## src/sv/joystick_velocity_cmd_yaw_hold_defines.svh

```systemverilog
// assertion macros for the joystick velocity command block
// no dependencies; included by the modules that carry assertions
`ifndef JOYSTICK_VELOCITY_CMD_YAW_HOLD_DEFINES_SVH
`define JOYSTICK_VELOCITY_CMD_YAW_HOLD_DEFINES_SVH
`ifndef SYNTHESIS
// clocked check, off while reset is held
`define JVC_ASSERT(lbl, clk, rst_n, prop, msg) \
    lbl: assert property (@(posedge clk) disable iff (!rst_n) prop) else $error(msg);
// clocked check, live during reset too
`define JVC_ASSERT_ALWAYS(lbl, clk, prop, msg) \
    lbl: assert property (@(posedge clk) prop) else $error(msg);
`else
`define JVC_ASSERT(lbl, clk, rst_n, prop, msg)
`define JVC_ASSERT_ALWAYS(lbl, clk, prop, msg)
`endif
`endif

```

## src/sv/jvc_pkg.sv

```systemverilog
// shared types and constants of the joystick velocity command block
// no dependencies; imported by every module of the block
package jvc_pkg;

    // configuration register indexes
    localparam logic [2:0] CFG_TASK_MODE    = 3'd0;
    localparam logic [2:0] CFG_VEL_MIN      = 3'd1;
    localparam logic [2:0] CFG_VEL_MAX      = 3'd2;
    localparam logic [2:0] CFG_YAW_RATE_MAX = 3'd3;
    localparam logic [2:0] CFG_YAW_GAIN     = 3'd4;

    // walking modes
    localparam logic [3:0] MODE_WALK_A = 4'd3;
    localparam logic [3:0] MODE_WALK_B = 4'd4;

    // reset values
    localparam logic [3:0]         RST_TASK_MODE    = 4'd0;
    localparam logic signed [15:0] RST_VEL_MIN      = -16'sd4096;
    localparam logic [14:0]        RST_VEL_MAX      = 15'd4096;
    localparam logic [14:0]        RST_YAW_RATE_MAX = 15'd4096;
    localparam logic [14:0]        RST_YAW_GAIN     = 15'd0;

    // fixed-point thresholds, Q3.12
    localparam logic signed [16:0] TURN_DEAD  = 17'sd409;
    localparam logic [14:0]        GAIN_MIN   = 15'd41;
    localparam logic signed [16:0] PI_Q       = 17'sd12868;
    localparam logic signed [16:0] TWO_PI_Q   = 17'sd25736;
    // squared norm of 0.15 in Q3.12, rounded up
    localparam logic [33:0]        MOVE_SQ_MIN = 34'd377488;

    typedef struct packed {
        logic [3:0]         task_mode;
        logic signed [15:0] vel_min;
        logic [14:0]        vel_max;
        logic [14:0]        yaw_rate_max;
        logic [14:0]        yaw_gain;
    } t_cfg;

    typedef struct packed {
        logic signed [15:0] axis_lateral;
        logic signed [15:0] axis_forward;
        logic signed [15:0] axis_turn;
        logic signed [15:0] measured_yaw;
    } t_in_item;

    typedef struct packed {
        logic signed [15:0] cmd_forward;
        logic signed [15:0] cmd_lateral;
        logic signed [15:0] cmd_yaw_rate;
        logic               heading_held;
    } t_out_item;

    // joystick commands after scaling, before hold and clamping
    typedef struct packed {
        logic signed [16:0] vx_raw;
        logic signed [16:0] vy_raw;
        logic signed [16:0] yr_raw;
        logic signed [15:0] measured_yaw;
    } t_scaled;

endpackage

```

## src/sv/jvc_scale.sv

```systemverilog
// joystick axis scaling: negated axes times the configured ranges
// depends on jvc_pkg
module jvc_scale (
    input  jvc_pkg::t_cfg     i_cfg,
    input  jvc_pkg::t_in_item i_item,
    output jvc_pkg::t_scaled  o_scaled
);
    import jvc_pkg::*;

    logic signed [31:0] p_fwd, p_lat, p_turn;
    logic signed [31:0] q_fwd, q_lat, q_turn;

    // products of the range (Q3.12) and the axis (Q1.15)
    assign p_fwd  = $signed({1'b0, i_cfg.vel_max}) * i_item.axis_forward;
    assign p_lat  = $signed({1'b0, i_cfg.vel_max}) * i_item.axis_lateral;
    assign p_turn = $signed({1'b0, i_cfg.yaw_rate_max}) * i_item.axis_turn;

    // negate, round to nearest with ties up, drop 15 fraction bits
    assign q_fwd  = (-p_fwd + 32'sd16384) >>> 15;
    assign q_lat  = (-p_lat + 32'sd16384) >>> 15;
    assign q_turn = (-p_turn + 32'sd16384) >>> 15;

    assign o_scaled.vx_raw       = q_fwd[16:0];
    assign o_scaled.vy_raw       = q_lat[16:0];
    assign o_scaled.yr_raw       = q_turn[16:0];
    assign o_scaled.measured_yaw = i_item.measured_yaw;

endmodule

```

## src/sv/jvc_hold.sv

```systemverilog
// heading hold, clamping and command history of the joystick command block
// depends on jvc_pkg and joystick_velocity_cmd_yaw_hold_defines.svh
`include "joystick_velocity_cmd_yaw_hold_defines.svh"
module jvc_hold (
    input  logic               i_clk,
    input  logic               i_rst_n,
    input  logic               i_take,
    input  jvc_pkg::t_cfg      i_cfg,
    input  jvc_pkg::t_scaled   i_scaled,
    output jvc_pkg::t_out_item o_result
);
    import jvc_pkg::*;

    logic signed [15:0] r_prev_fwd, r_prev_lat, r_prev_yaw;
    logic signed [15:0] r_held;

    logic               active, op_yaw, gain_low, moving, take_hold;
    logic signed [31:0] sq_fwd, sq_lat, sq_yaw;
    logic [33:0]        sq_sum;
    logic signed [16:0] d_raw, d_wrap;
    logic signed [32:0] g_prod, g_round;
    logic signed [20:0] yr_sel, yr_lo, yr_hi, yr_clamped;
    logic signed [16:0] v_lo, v_hi, vx_a, vx_b, vy_a, vy_b;
    logic               yr_in_range, fwd_in_range, hist_zero;

    // walking modes only
    assign active = (i_cfg.task_mode == MODE_WALK_A) || (i_cfg.task_mode == MODE_WALK_B);

    // operator turn request and hold gain checks
    assign op_yaw   = (i_scaled.yr_raw > TURN_DEAD) || (i_scaled.yr_raw < -TURN_DEAD);
    assign gain_low = i_cfg.yaw_gain < GAIN_MIN;

    // previous command norm against 0.15
    assign sq_fwd = r_prev_fwd * r_prev_fwd;
    assign sq_lat = r_prev_lat * r_prev_lat;
    assign sq_yaw = r_prev_yaw * r_prev_yaw;
    assign sq_sum = {2'b00, sq_fwd} + {2'b00, sq_lat} + {2'b00, sq_yaw};
    assign moving = sq_sum >= MOVE_SQ_MIN;

    assign take_hold = active && !op_yaw && !gain_low && moving;

    // heading error, wrapped once into about plus or minus pi
    assign d_raw = {r_held[15], r_held} - {i_scaled.measured_yaw[15], i_scaled.measured_yaw};
    always_comb begin
        d_wrap = d_raw;
        if (d_raw >= PI_Q) begin
            d_wrap = d_raw - TWO_PI_Q;
        end else if (d_raw <= -PI_Q) begin
            d_wrap = d_raw + TWO_PI_Q;
        end
    end

    // proportional pull, rounded back to Q3.12
    assign g_prod  = $signed({1'b0, i_cfg.yaw_gain}) * d_wrap;
    assign g_round = (g_prod + 33'sd2048) >>> 12;

    // yaw rate select and symmetric clamp
    assign yr_sel = take_hold ? g_round[20:0] : {{4{i_scaled.yr_raw[16]}}, i_scaled.yr_raw};
    assign yr_hi  = $signed({6'b0, i_cfg.yaw_rate_max});
    assign yr_lo  = -yr_hi;
    always_comb begin
        yr_clamped = yr_sel;
        if (yr_sel < yr_lo) begin
            yr_clamped = yr_lo;
        end
        if (yr_clamped > yr_hi) begin
            yr_clamped = yr_hi;
        end
    end

    // velocity clamp: raise to min first, then lower to max
    assign v_lo = {i_cfg.vel_min[15], i_cfg.vel_min};
    assign v_hi = $signed({2'b00, i_cfg.vel_max});
    always_comb begin
        vx_a = (i_scaled.vx_raw < v_lo) ? v_lo : i_scaled.vx_raw;
        vx_b = (vx_a > v_hi) ? v_hi : vx_a;
        vy_a = (i_scaled.vy_raw < v_lo) ? v_lo : i_scaled.vy_raw;
        vy_b = (vy_a > v_hi) ? v_hi : vy_a;
    end

    // result of this request, all zero outside walking modes
    always_comb begin
        o_result = '0;
        if (active) begin
            o_result.cmd_forward  = vx_b[15:0];
            o_result.cmd_lateral  = vy_b[15:0];
            o_result.cmd_yaw_rate = yr_clamped[15:0];
            o_result.heading_held = take_hold;
        end
    end

    // command history and recorded heading
    always_ff @(posedge i_clk) begin
        if (!i_rst_n) begin
            r_prev_fwd <= '0;
            r_prev_lat <= '0;
            r_prev_yaw <= '0;
            r_held     <= '0;
        end else if (i_take) begin
            r_prev_fwd <= o_result.cmd_forward;
            r_prev_lat <= o_result.cmd_lateral;
            r_prev_yaw <= o_result.cmd_yaw_rate;
            if (active && !take_hold) begin
                r_held <= i_scaled.measured_yaw;
            end
        end
    end

    // terms for the checks below
    assign yr_in_range  = (o_result.cmd_yaw_rate <= yr_hi) && (o_result.cmd_yaw_rate >= yr_lo);
    assign fwd_in_range = o_result.cmd_forward <= v_hi;
    assign hist_zero    = (r_prev_fwd == '0) && (r_prev_lat == '0) && (r_prev_yaw == '0);

    `JVC_ASSERT(a_yaw_in_clamp, i_clk, i_rst_n, i_take |-> yr_in_range, "yaw rate outside clamp")
    `JVC_ASSERT(a_fwd_below_max, i_clk, i_rst_n, i_take |-> fwd_in_range, "forward above max")
    `JVC_ASSERT(a_idle_clears, i_clk, i_rst_n, i_take && !active |=> hist_zero, "history kept")

endmodule

```

## src/sv/joystick_velocity_cmd_yaw_hold.sv

```systemverilog
// Joystick velocity command generator with proportional heading hold.
//
// Input channel (i_in_valid / o_in_ready / i_in_item) carries three joystick
// axes in Q1.15 and the measured yaw in Q3.12. Output channel (o_out_valid /
// i_out_ready / o_out_item) returns one command per request: forward and
// lateral velocity, yaw rate and a flag set when the yaw rate came from
// heading hold. The user must write registers through i_cfg_we / i_cfg_idx /
// i_cfg_wdata only while no request is in flight; this is not enforced.
// Pipeline: input register, then result register, loaded once it is free;
// one request is taken every cycle while the receiver keeps up. The heading
// hold loop (command history and recorded heading) closes as the result
// registers, so consecutive requests need no gap.
// Reset clears both stages, the command history, the recorded heading and
// loads the default registers. When the receiver stalls, the result waits in
// the output register and the input register still takes one request;
// o_in_ready then drops until the waiting result is taken.
// depends on jvc_pkg, jvc_scale, jvc_hold and the defines header
`include "joystick_velocity_cmd_yaw_hold_defines.svh"
module joystick_velocity_cmd_yaw_hold (
    input  logic               i_clk,
    input  logic               i_rst_n,
    input  logic               i_in_valid,
    output logic               o_in_ready,
    input  jvc_pkg::t_in_item  i_in_item,
    output logic               o_out_valid,
    input  logic               i_out_ready,
    output jvc_pkg::t_out_item o_out_item,
    input  logic               i_cfg_we,
    input  logic [2:0]         i_cfg_idx,
    input  logic [15:0]        i_cfg_wdata
);
    import jvc_pkg::*;

    t_cfg      r_cfg;
    logic      r_s1_valid, r_out_valid;
    t_in_item  r_s1_item;
    t_out_item r_out_item;

    t_scaled   s1_scaled;
    t_out_item n_out_item;
    logic      in_acc, out_ld, out_stall;

    // configuration registers
    always_ff @(posedge i_clk) begin
        if (!i_rst_n) begin
            r_cfg.task_mode    <= RST_TASK_MODE;
            r_cfg.vel_min      <= RST_VEL_MIN;
            r_cfg.vel_max      <= RST_VEL_MAX;
            r_cfg.yaw_rate_max <= RST_YAW_RATE_MAX;
            r_cfg.yaw_gain     <= RST_YAW_GAIN;
        end else if (i_cfg_we) begin
            unique case (i_cfg_idx)
                CFG_TASK_MODE:    r_cfg.task_mode    <= i_cfg_wdata[3:0];
                CFG_VEL_MIN:      r_cfg.vel_min      <= $signed(i_cfg_wdata);
                CFG_VEL_MAX:      r_cfg.vel_max      <= i_cfg_wdata[14:0];
                CFG_YAW_RATE_MAX: r_cfg.yaw_rate_max <= i_cfg_wdata[14:0];
                CFG_YAW_GAIN:     r_cfg.yaw_gain     <= i_cfg_wdata[14:0];
                default: begin
                end
            endcase
        end
    end

    // stage advance: each stage loads when the next one is free or moving
    assign out_ld     = r_s1_valid && (!r_out_valid || i_out_ready);
    assign o_in_ready = !r_s1_valid || out_ld;
    assign in_acc     = i_in_valid && o_in_ready;
    assign out_stall  = r_out_valid && !i_out_ready;

    always_ff @(posedge i_clk) begin
        if (!i_rst_n) begin
            r_s1_valid  <= 1'b0;
            r_out_valid <= 1'b0;
        end else begin
            r_s1_valid  <= in_acc || (r_s1_valid && !out_ld);
            r_out_valid <= out_ld || (r_out_valid && !i_out_ready);
        end
    end

    // axis scaling
    jvc_scale u_scale (
        .i_cfg    (r_cfg),
        .i_item   (r_s1_item),
        .o_scaled (s1_scaled)
    );

    // heading hold and clamping, history updated as the result registers
    jvc_hold u_hold (
        .i_clk    (i_clk),
        .i_rst_n  (i_rst_n),
        .i_take   (out_ld),
        .i_cfg    (r_cfg),
        .i_scaled (s1_scaled),
        .o_result (n_out_item)
    );

    // payload registers
    always_ff @(posedge i_clk) begin
        if (in_acc) begin
            r_s1_item <= i_in_item;
        end
        if (out_ld) begin
            r_out_item <= n_out_item;
        end
    end

    assign o_out_valid = r_out_valid;
    assign o_out_item  = r_out_item;

    `JVC_ASSERT(a_fill_out, i_clk, i_rst_n, r_s1_valid && !r_out_valid |=> r_out_valid, "stuck")
    `JVC_ASSERT(a_ready_on_bubble, i_clk, i_rst_n, !r_s1_valid |-> o_in_ready, "not ready")
    `JVC_ASSERT(a_out_held, i_clk, i_rst_n, out_stall |=> $stable(o_out_item), "result lost")

endmodule

```

## config.mk

```make
export PLATFORM = sky130hd
export DESIGN_NAME = joystick_velocity_cmd_yaw_hold
export DESIGN_NICKNAME = d
export VERILOG_FILES = /design/src/sv/jvc_pkg.sv /design/src/sv/jvc_scale.sv /design/src/sv/jvc_hold.sv /design/src/sv/joystick_velocity_cmd_yaw_hold.sv
export VERILOG_INCLUDE_DIRS = /design/src /design/src/sv
export SDC_FILE = /design/constraint.sdc
export NUM_CORES = 2
export LEC_CHECK = 0
export ABC_AREA = 0
export BUFFER_PORTS_ARGS = -buffer_cell sky130_fd_sc_hd__buf_4
export CAP_MARGIN = 25
export CORE_UTILIZATION = 60
export CTS_BUF_LIST = sky130_fd_sc_hd__clkbuf_4 sky130_fd_sc_hd__clkbuf_8
export DETAILED_ROUTE_END_ITERATION = 8
export PLACE_DENSITY = 0.75
export SLEW_MARGIN = 0
export SYNTH_ARGS = -nofsm -noshare
export SYNTH_HDL_FRONTEND = slang
export SYNTH_SLANG_ARGS = --single-unit
```

## constraint.sdc

```tcl
create_clock -name i_clk -period 29.5 [get_ports i_clk]
set_clock_uncertainty 0.15 [all_clocks]
set_input_delay 5.9 -clock i_clk [delete_from_list [all_inputs] [get_ports i_clk]]
set_output_delay 5.9 -clock i_clk [all_outputs]
set_load 0.05 [all_outputs]
```

==> results.cfg <==
[synthesis]
synth_area_um2 = 77800
synthFlopType = dfxtp_1
ys_seq_elements = 244
yosysSeqAreaShare_pct = 7.73
synth-xor-area-share_pct = 3.05
synth_compound_area_share_pct = 6.80
synthAdderAreaFrac_pct = 54.1
ys_types = 89
synthSimpleGateAreaFrac_pct = 15.0
syn-num-nets = 11223
async_flop_share_pct = 0
synth_top_family_by_area = adder cells
syn-instance-count = 8687
synth_edf_count = 113
avgSynthCellArea_um2 = 8.96
synthMuxAreaShare_pct = 1.56
ys_warn_count = 0

[drt]
top_layer_used = met5
wl_met1_um = 80400
post_drt_wl_per_cell_um = 18.6
drtAntennaViolNets = 0
drt-initial-drc-count = 3791
drcViolationCount = 0
via_count = 57262
finalWirelength_um = 193000
routed-wl-met2_um = 93700
viasPerCell = 5.50
wl_met3_um = 13100
drt_pre_antenna_iters = 6

[sta]
post-route-period-util_pct = 64.4
drv_slew = 0
setup_viol = 0
worst_pin_slew_ns = 1.11
setup_slack_ns = 10.49
period_minus_slack_ns = 19.01
rsz0062_at_grt = no
timing.fmax_ghz = 0.0526
hold_viol_final = 0
tns_ns = 0
max_slew_margin_pct = 25.8

[floorplan]
io_pins = 139
die_area_um2 = 131000
start_util_pct = 60.7
core_area_um2 = 128000
die_h_um = 362
row_count = 131
die_w_um = 362

[global_route]
antenna_found_initial = 5
grt_pass1_vias = 62055
gr-total-overflow = 0
grt_max_degree = 72
grt_pass1_wl_um = 320000
grt_usage_pct = 30.7

[clocking]
postCtsHoldBufs = 0
clk_latency_ns = 0.78
cts_resized = 0
cts_tree = yes
path_clk_slew_ns = 0.07
clk_path_buf_depth = 3
cts_buffers = 48
cts_setup_buffers = 0
cts_root_buf = clkbuf_8
htree_levels = 2
cts.sinks = 244

[placement]
hpwl_um = 157000
portBuffers = 138
dpl.cell_count = 10304
place_area_um2 = 80400
place_ws_ns = 10.74
gp_congestion = 0.937

[power_and_ir_drop]
p_int_w = 0.00160
ir_drop_mv = 0.0733
p_sw_w = 0.00175
seqPwrFrac_pct = 11.8
p_comb_share_pct = 75.7
swShare_pct = 52.3
cellLeakagePower_nw = 40.6
clkPwrFrac_pct = 12.5
power_density_nw_per_um2 = 41.2

[final_layout]
instances_no_fill = 10402
seq_area_um2 = 6020
final_cell_mix = inv_1, fa_1, ha_1
multi_input_area_um2 = 62700
area_delta_synth_final_pct = 4.81
final_common_cell = inv_1
final_nets = 11164
final_area_um2 = 81600
drive_above_1_share_pct = 4.44
nFillCells = 10816

[setup_path]
critPathCaptureType = flip-flop
critPathArrivalTime_ns = 19.28
cpPeakStageDelay_ns = 0.86
cp.required_ns = 29.77
crit_slowest_cell = dfxtp_1
path_max_fanout = 32
worst_setup_path_start_kind = flip-flop
crit_type = reg -> reg
cpMostUsedCell = o21a_1

[outcome]
status = completed

[min_path]
hold_path.class = reg -> reg

[flow_run]
maxCapViolCount = 0
-- power by group through the flow --
stage	clock network (W)	registers (W)	logic (W)
after global placement	0	0.000403	0.00242
after CTS	0.000429	0.000396	0.00249
after floorplan	0	0.000395	0.00174
after global routing	0.000439	0.000398	0.00282
after detailed placement	0	0.000403	0.00247
final	0.000419	0.000397	0.00254
-- path summary, 6_finish.rpt --
check / start / to / slack (ns) / cells past startpoint
setup / recovery: u_hold.r_prev_lat[3] / o_out_item[15] / 10.49 / 71
hold / removal: r_s1_valid / o_out_valid / 0.31 / 1
setup reg to reg: u_hold.r_prev_lat[3] / o_out_item[15] / 10.49 / 71
hold reg to reg: r_s1_valid / o_out_valid / 0.31 / 1
-- cell families (layout without fill, tap and decap cells) --
family / count (synthesis) / count (layout)
AO/OA/AOI/OAI: 798 / 798
AND/OR/NAND/NOR: 2370 / 2370
adder cells (fa/ha/maj): 2448 / 2448
buffers and inverters: 2440 / 2421
other: 0 / 5
XOR/XNOR: 271 / 271
multiplexers: 116 / 116
flip-flops: 244 / 244
-- worst max-delay path, delay by kind of cell (launching register included) --
family | cells | cell delay, ns
AOI/OAI and AO/OA | 34 | 7.34
buffers and inverters | 4 | 0.44
muxes | 3 | 1.00
and+or+nand+nor | 16 | 3.96
xor gates and xnor gates | 3 | 0.68
adders and majority gates | 11 | 4.22
DFF | 1 | 0.86
-- flip-flops by register name, summed over array words and instances (netlist names) --
register           count
o_out_valid            1
u_hold.r_prev_yaw     16
o_out_item            49
r_s1_valid             1
r_cfg                 65
u_hold.r_prev_lat     16
r_s1_item             64
u_hold.r_prev_fwd     16
u_hold.r_held         16
-- stage by stage --
step                      hold WS [ns]  utilization (%)  total power (W)
after floorplan                  0.303                -          0.00214
after global placement           0.301             62.7          0.00282
after detailed placement         0.312             62.7          0.00288
after CTS                        0.284             63.6          0.00332
after global routing             0.346             63.6          0.00365
final                            0.307             63.6          0.00336
-- synthesized netlist by cell type (23+ instances only) --
cell type  number  area (um2)
a211oi_1       24         180
a21boi_0       70         526
a21o_1         81         608
a21oi_1       195         976
and2_1        654        4090
and3_1         33         206
clkbuf_1      315        1180
dfxtp_1       131        2620
edfxtp_1      113        3390
fa_1         1524       30500
ha_1          924       11600
inv_1        2114        7940
mux2_2         34         383
mux2i_1        80         801
nand2_1       923        3460
nand2b_1       45         282
nand3_1        78         390
nand4_1        40         250
nor2_1        300        1130
nor2b_1       128         801
nor3_1         81         405
o21a_1         44         330
o21ai_0       162         811
o21bai_1       23         173
or3_1          25         156
xnor2_1       203        1780
xor2_1         68         596
-- cell type report --
type,count,share of cell area (%)
Antenna cell,5,0.0153
Clock buffer,69,1.04
Clock inverter,21,0.324
Inverter,2115,9.73
Multi-Input combinational cell,6003,76.8
Sequential cell,244,7.38
Tap cell,1729,2.65
Timing Repair Buffer,216,2.03
-- layer usage --
layer	vias to the layer above	global-route usage (%)
li1	26305	-
met1	28745	40.7
met5	-	0
met2	1857	52.1
met3	351	4.55
met4	4	9.46
(Power assumes the default switching activity.)
